<file path="config.mk">
export PLATFORM = sky130hd
export DESIGN_NAME = pse_front
export DESIGN_NICKNAME = d
export VERILOG_FILES = /design/src/pse_pkg.sv /design/src/pse_front.sv
export SDC_FILE = /design/constraint.sdc
export NUM_CORES = 1
export LEC_CHECK = 0
export BUFFER_PORTS_ARGS = -buffer_cell sky130_fd_sc_hd__buf_2
export CAP_MARGIN = 10
export CORE_MARGIN = 4
export CORE_UTILIZATION = 30
export CTS_BUF_LIST = sky130_fd_sc_hd__clkbuf_4 sky130_fd_sc_hd__clkbuf_8 sky130_fd_sc_hd__clkbuf_16
export CTS_CLUSTER_DIAMETER = 50
export CTS_CLUSTER_SIZE = 40
export DETAILED_ROUTE_END_ITERATION = 6
export PLACE_DENSITY_LB_ADDON = 0.1
export SLEW_MARGIN = 40
export SYNTH_ARGS = -nofsm -noshare
export SYNTH_HDL_FRONTEND = slang
export SYNTH_SLANG_ARGS = --single-unit
export TNS_END_PERCENT = 10
</file>
<file path="constraint.sdc">
create_clock -name clk -period 2.05 [get_ports clk]
set_input_delay 0.1025 -clock clk [delete_from_list [all_inputs] [get_ports clk]]
set_output_delay 0.1025 -clock clk [all_outputs]
set_load 0.02 [all_outputs]
</file>
<file path="src/pse_pkg.sv">
// shared types and constants of the prime sieve engine
// no dependencies
package pse_pkg;

  localparam int NUM_W = 12;

  // func codes of a request word
  localparam logic FUNC_BUILD = 1'b0;
  localparam logic FUNC_QUERY = 1'b1;

  // reset value of the limit register
  localparam logic [NUM_W-1:0] LIMIT_RESET = 12'd100;

  // smallest prime, first candidate of the sieve
  localparam logic [NUM_W-1:0] FIRST_PRIME = 12'd2;

  // entries in the command queue between front and back
  localparam int QUEUE_DEPTH = 2;

  typedef struct packed {
    logic             func;
    logic [NUM_W-1:0] query_value;
  } req_t;

  typedef struct packed {
    logic             is_prime;
    logic [NUM_W-1:0] prime_count;
    logic [NUM_W-1:0] largest_prime;
    logic             table_ready;
  } rsp_t;

  // classified command: build carries the clamped limit, query the number
  typedef struct packed {
    logic             is_build;
    logic [NUM_W-1:0] value;
  } cmd_t;

  // head of the command queue as seen by the back end
  typedef struct packed {
    logic valid;
    cmd_t cmd;
  } q_head_t;

endpackage

</file>
<file path="src/pse_front.sv">
// front end: limit register, request classification and command queue
// depends on pse_pkg
module pse_front #(
  parameter int MAX_NUMBER = 4095
) (
  input  logic                   clk,
  input  logic                   rst,
  input  logic                   req_valid,
  output logic                   req_stall,
  input  pse_pkg::req_t          req_data,
  input  logic                   cfg_wen,
  input  logic [pse_pkg::NUM_W-1:0] cfg_wdata,
  output pse_pkg::q_head_t       head,
  input  logic                   pop
);

  localparam int PW = $clog2(pse_pkg::QUEUE_DEPTH);

  logic [pse_pkg::NUM_W-1:0] upper_limit;
  logic [pse_pkg::NUM_W-1:0] lim_clamped;
  pse_pkg::cmd_t             cmd_in;
  pse_pkg::cmd_t             entry [pse_pkg::QUEUE_DEPTH];
  logic [PW-1:0]             wr_ptr;
  logic [PW-1:0]             rd_ptr;
  logic [PW:0]               fill;
  logic                      push;
  logic                      do_pop;

  // limit register
  always_ff @(posedge clk) begin
    if (rst) begin
      upper_limit <= pse_pkg::LIMIT_RESET;
    end else if (cfg_wen) begin
      upper_limit <= cfg_wdata;
    end
  end

  // clamp the limit to the map size
  always_comb begin
    if ({9'd0, upper_limit} > 21'(MAX_NUMBER)) begin
      lim_clamped = pse_pkg::NUM_W'(MAX_NUMBER);
    end else begin
      lim_clamped = upper_limit;
    end
  end

  // classify the incoming word
  always_comb begin
    cmd_in.is_build = (req_data.func == pse_pkg::FUNC_BUILD);
    cmd_in.value    = cmd_in.is_build ? lim_clamped : req_data.query_value;
  end

  assign req_stall = (fill == (PW+1)'(pse_pkg::QUEUE_DEPTH));
  assign push      = req_valid && !req_stall;
  assign do_pop    = pop && (fill != '0);

  // queue pointers and fill level
  always_ff @(posedge clk) begin
    if (rst) begin
      wr_ptr <= '0;
      rd_ptr <= '0;
      fill   <= '0;
    end else begin
      if (push) begin
        wr_ptr <= wr_ptr + 1'b1;
      end
      if (do_pop) begin
        rd_ptr <= rd_ptr + 1'b1;
      end
      if (push && !do_pop) begin
        fill <= fill + 1'b1;
      end else if (do_pop && !push) begin
        fill <= fill - 1'b1;
      end
    end
  end

  // queue storage
  always_ff @(posedge clk) begin
    if (push) begin
      entry[wr_ptr] <= cmd_in;
    end
  end

  assign head.valid = (fill != '0);
  assign head.cmd   = entry[rd_ptr];

endmodule

</file>
# Yosys cells after proc, flatten, opt, wreduce, memory -nomap -nowiden
# Memory sizes are Yosys's and may differ from the RTL's. A register that Yosys moved wholly into a read port is not among the register bits.
# Cells that the tools add are included.
dict set report totals {
  regBits 16
  ram_bits 26
  out_inout_bits 15
  memories 1
}
dict set report classes {
  addsub 4
  n_eq_ne 1
  mux 7
  n_bitwise 1
  reduce_logical 9
}
# name depth width read_ports rd_ports_with_merged_regs write_ports line
set memory_table {}
lappend memory_table {entry 2 13 1 1 1 pse_front.sv:22} ;# pse_pkg::cmd_t entry [pse_pkg::QUEUE_DEPTH];
# op count
set op_table {}
lappend op_table {{12-bit 2-to-1 mux} 1}
lappend op_table {{1-bit logical AND} 4}
lappend op_table {{1-bit 2-to-1 mux} 4}
lappend op_table {{2-bit 2-to-1 mux} 2}
lappend op_table {{2-bit nonzero test} 2}
lappend op_table {{1-bit zero test} 3}
lappend op_table {{1-bit adder, second input constant} 2}
lappend op_table {{2-bit by 1-bit adder with 2-bit output, second input constant} 1}
lappend op_table {{2-bit equality test, second input constant} 1}
lappend op_table {{2-bit by 1-bit subtractor with 2-bit output, second input constant} 1}
lappend op_table {{1-bit inverter} 1}

# Longest topological paths before layout
dict set report logic_depth {
  ltp_word 7
  depth_mapped 6
  depth_no_buf 6
}

# Worst setup path before layout
# Ideal clock, no wire load.
dict set report synth_timing {
  kind {flip-flop to flip-flop}
  startpoint {register fill[1]}
  endpoint {register fill[1]}
  arrival_ns 1.505
  required_time_ns 1.980
  slack_ns 0.475
  stages_incl_launch_ff 6
  period_less_slack_ns 1.575
  path_cell_list {dfxtp_1 > nor2b_2 > nor2_1 > ha_1 > or3_1 > a21oi_1}
}
dict set report synth_via {
  elab_chain_len 6
}
# item line
set synth_rtl {}
lappend synth_rtl {{start: declaration} pse_front.sv:25} ;# logic [PW:0] fill;
lappend synth_rtl {{start signal: assignment} pse_front.sv:71} ;# fill <= fill + 1'b1;
lappend synth_rtl {{start signal: assignment} pse_front.sv:73} ;# fill <= fill - 1'b1;
lappend synth_rtl {{2-bit equality test *} pse_front.sv:53} ;# assign req_stall = (fill == (PW+1)'(pse_pkg::QUEUE_DEPTH));
lappend synth_rtl {{via req_stall} pse_front.sv:9} ;# output logic req_stall,
lappend synth_rtl {{1-bit zero test *} pse_front.sv:54} ;# assign push = req_valid && !req_stall;
lappend synth_rtl {{1-bit logical AND *} pse_front.sv:54}
lappend synth_rtl {{via push} pse_front.sv:26} ;# logic push;
lappend synth_rtl {{1-bit zero test} pse_front.sv:72} ;# end else if (do_pop && !push) begin
lappend synth_rtl {{1-bit logical AND} pse_front.sv:72}
lappend synth_rtl {{2-bit nonzero test (no line)} --}
# The timed path passes the listed nets; every way through them passes the cells marked *. The select of a mux whose other input is x is not followed.
# A chain may end at the register's enable or synchronous reset.

==> impl_metrics.yaml <==
outcome:
  outcome: "finished clean"
route:
  via_count: 1073
  viasPerCell: 4.45
  wl_per_cell_um: 14.9
  drt-total-wl_um: 3590
  drtIter0Drc: 42
  final_antenna_net_count: 0
  first_pass_iters: 4
  drc: 0
pwr:
  clockPowerShare: 0.262
  switching_share: 0.295
  seqPwrFrac: 0.462
  power_density_nw_per_um2: 1130
  combPwrFrac: 0.277
  p_leak_nw: 0.890
  p_total_mw: 2.42
  power_switching_mw: 0.716
  p_int_mw: 1.71
  peakVddDrop_mv: 0.589
synth:
  yosys.cell_count.top_type: "edfxtp_1"
  synth_edf_count: 26
  synth_common_cells: "edfxtp_1 (26), mux2_2 (25), dfxtp_1 (17)"
  avgSynthCellArea_um2: 14.5
  yosys_warnings: 0
  netlist_instances: 119
  synthArstFlopShare: 0
  seq_area_frac_synth: 0.649
  synth_top_area_cell: "edfxtp_1"
  synthTopCellsByArea: "edfxtp_1 (45%), dfxtp_1 (20%), mux2_2 (16%)"
  netlist_area_um2: 1730
  synth_ff_type: "edfxtp_1"
  ys_seq_elements: 43
  synth_cell_types: 19
  yosysTopAreaCellShare: 0.452
  syn-num-nets: 150
critical_path:
  r2r_cells: 4
  required_ns: 1.95
  worstPathArrival_ns: 1.56
  cp-start-kind: "flip-flop"
  endpoint_kind: "primary output"
  cp_max_fo: 7
  path_class: "flip-flop to primary output"
sta:
  worst-slew-pin-transition_ns: 0.451
  finClkSkew_ns: 0.00246
  finalCriticalPeriod_ns: 1.66
  finalSetupViolCount: 0
  fmax_mhz: 603
  maxSlewHeadroom: 0.699
  whs_ns: 0.0180
  report.final.slew_viol_count: 0
  tns_ns: 0
  worst_slack_ns: 0.392
  rsz0062_at_grt: "false"
  min_period_over_period: 0.809
  hold_viol_final: 0
clock_network:
  clockBufferDepth: 2
  cts_made_buffers: 5
  cts_tree: "done"
  post_cts_resized: 0
  clkSinkCount: 43
  clkLatencyLatePin_ns: 0.29
  clockRootBuffer: "clkbuf_8"
  post_cts_buffers: 0
  clkTransAtPathRegs_ns: 0.08
  htree_levels: 2
final_layout:
  layout.cells.non_filler: 241
  fill_cells: 564
  final_nets: 199
  drive_above_1_share: 0.479
  seq_area_um2: 1120
  multiInputGateArea_um2: 563
  syn_to_final_growth_pct: 24.3
  antenna_cells: 0
placement:
  dp_slack_ns: 0.504
  port_buffers: 44
  placed_cells: 232
  dpl.hpwl_um: 2500
  place_congestion: 0.690
die:
  boundaryPins: 45
  die_h_um: 83.9
  die_area_um2: 7030
  core_um2: 5540
  start_util: 0.312
  std_cell_rows: 27
  die_w_um: 83.9
run:
  maxCapViolCount: 0
min_path:
  worstHoldPathType: "input pin to flip-flop"
  min_path_cells: 2
grt:
  met2_usage: 0.189
  gr-total-overflow: 0
  met1_usage: 0.118
  grt_pass1_wl_um: 5910
  grt_max_degree: 18
  grt_pass1_vias: 1240
  track_usage: 0.108
  met3_usage: 0.0484
  grt-busiest-layer: "met2"
  antenna_found_initial: 0
repair_timing:
| item | in CTS | in global routing |
|---|---|---|
| hold buffers | 0 | 1 |
| endpoints found under the hold margin | 0 | 1 |
| setup endpoints to repair | 0 | 0 |
worst max-delay path, stage by stage, from the launching register on:
cell and delay [ns]:
dfxtp_1 0.52, buf_4 0.24, mux2_2 0.35, buf_2 0.16
final cells by class:
class                      instances  share of cell area
clock buffer                       5              0.0321
inverter                           3             0.00525
sequential                        43               0.522
clock inverter                     3              0.0181
multi-input combinational         67               0.262
tap                               72              0.0420
timing repair buffer              48               0.118
registers in the layout, summed over array words and instances, names as in the netlist, named ones only:
| name | cells |
|---|---|
| entry | 26 |
| lim_clamped | 12 |
| wr_ptr | 1 |
| fill | 2 |
| rd_ptr | 1 |
metal layers:
metal | up-vias | part of all wire
met5 | - | 0
met4 | 0 | 0.0072
met3 | 2 | 0.053
met2 | 29 | 0.51
met1 | 522 | 0.43
li1 | 520 | -
power groups by stage:
stage	clock, mW	sequential [mW]	combinational, mW
detailed placement	0	1.14	0.680
global route	0.695	1.14	0.733
floorplan	0	1.11	0.478
finish	0.634	1.12	0.670
CTS	0.665	1.12	0.684
global placement	0	1.14	0.671
logic make-up (layout without fill, tap and decap cells):
logic type               count (synthesis)  after routing  synth area share
adder cells (fa/ha/maj)                  1              1           0.00725
AND/OR/NAND/NOR                         21             21            0.0587
buffers and inverters                    9             59            0.0246
AO/OA/AOI/OAI                            8              8            0.0297
flip-flops                              43             43             0.649
multiplexers                            34             34             0.215
XOR/XNOR                                 3              3            0.0152
per-stage QoR:
step           instance area [um^2]   util
2_1_floorplan                  1730      -
3_3_place_gp                   2030  0.366
3_5_place_dp                   2030  0.366
4_1_cts                        2140  0.386
5_1_grt                        2150  0.387
6_report                       2150  0.387
cell usage in the layout, fill, tap and decap left out, drive strengths merged:
master	n
mux2	25
nor2	13
buf	47
clkinv	2
dfxtp	17
xor2	3
edfxtp	26
nor2b	4
a21oi	2
inv	3
ha	1
bufinv	1
mux2i	9
or2	1
dlygate4sd3	1
o21ai	3
a211o	3
clkbuf	5
or3	2
and2	1
path summary, 6_finish.rpt:
check,end,slack (ns),startpoint
hold reg to reg,lim_clamped[10],0.50,lim_clamped[10]
hold / removal,lim_clamped[2],0.02,cfg_wdata[2]
setup / recovery,head[12],0.39,flip-flop
setup reg to reg,fill[1],0.50,fill[0]
(Power assumes the default switching activity.)
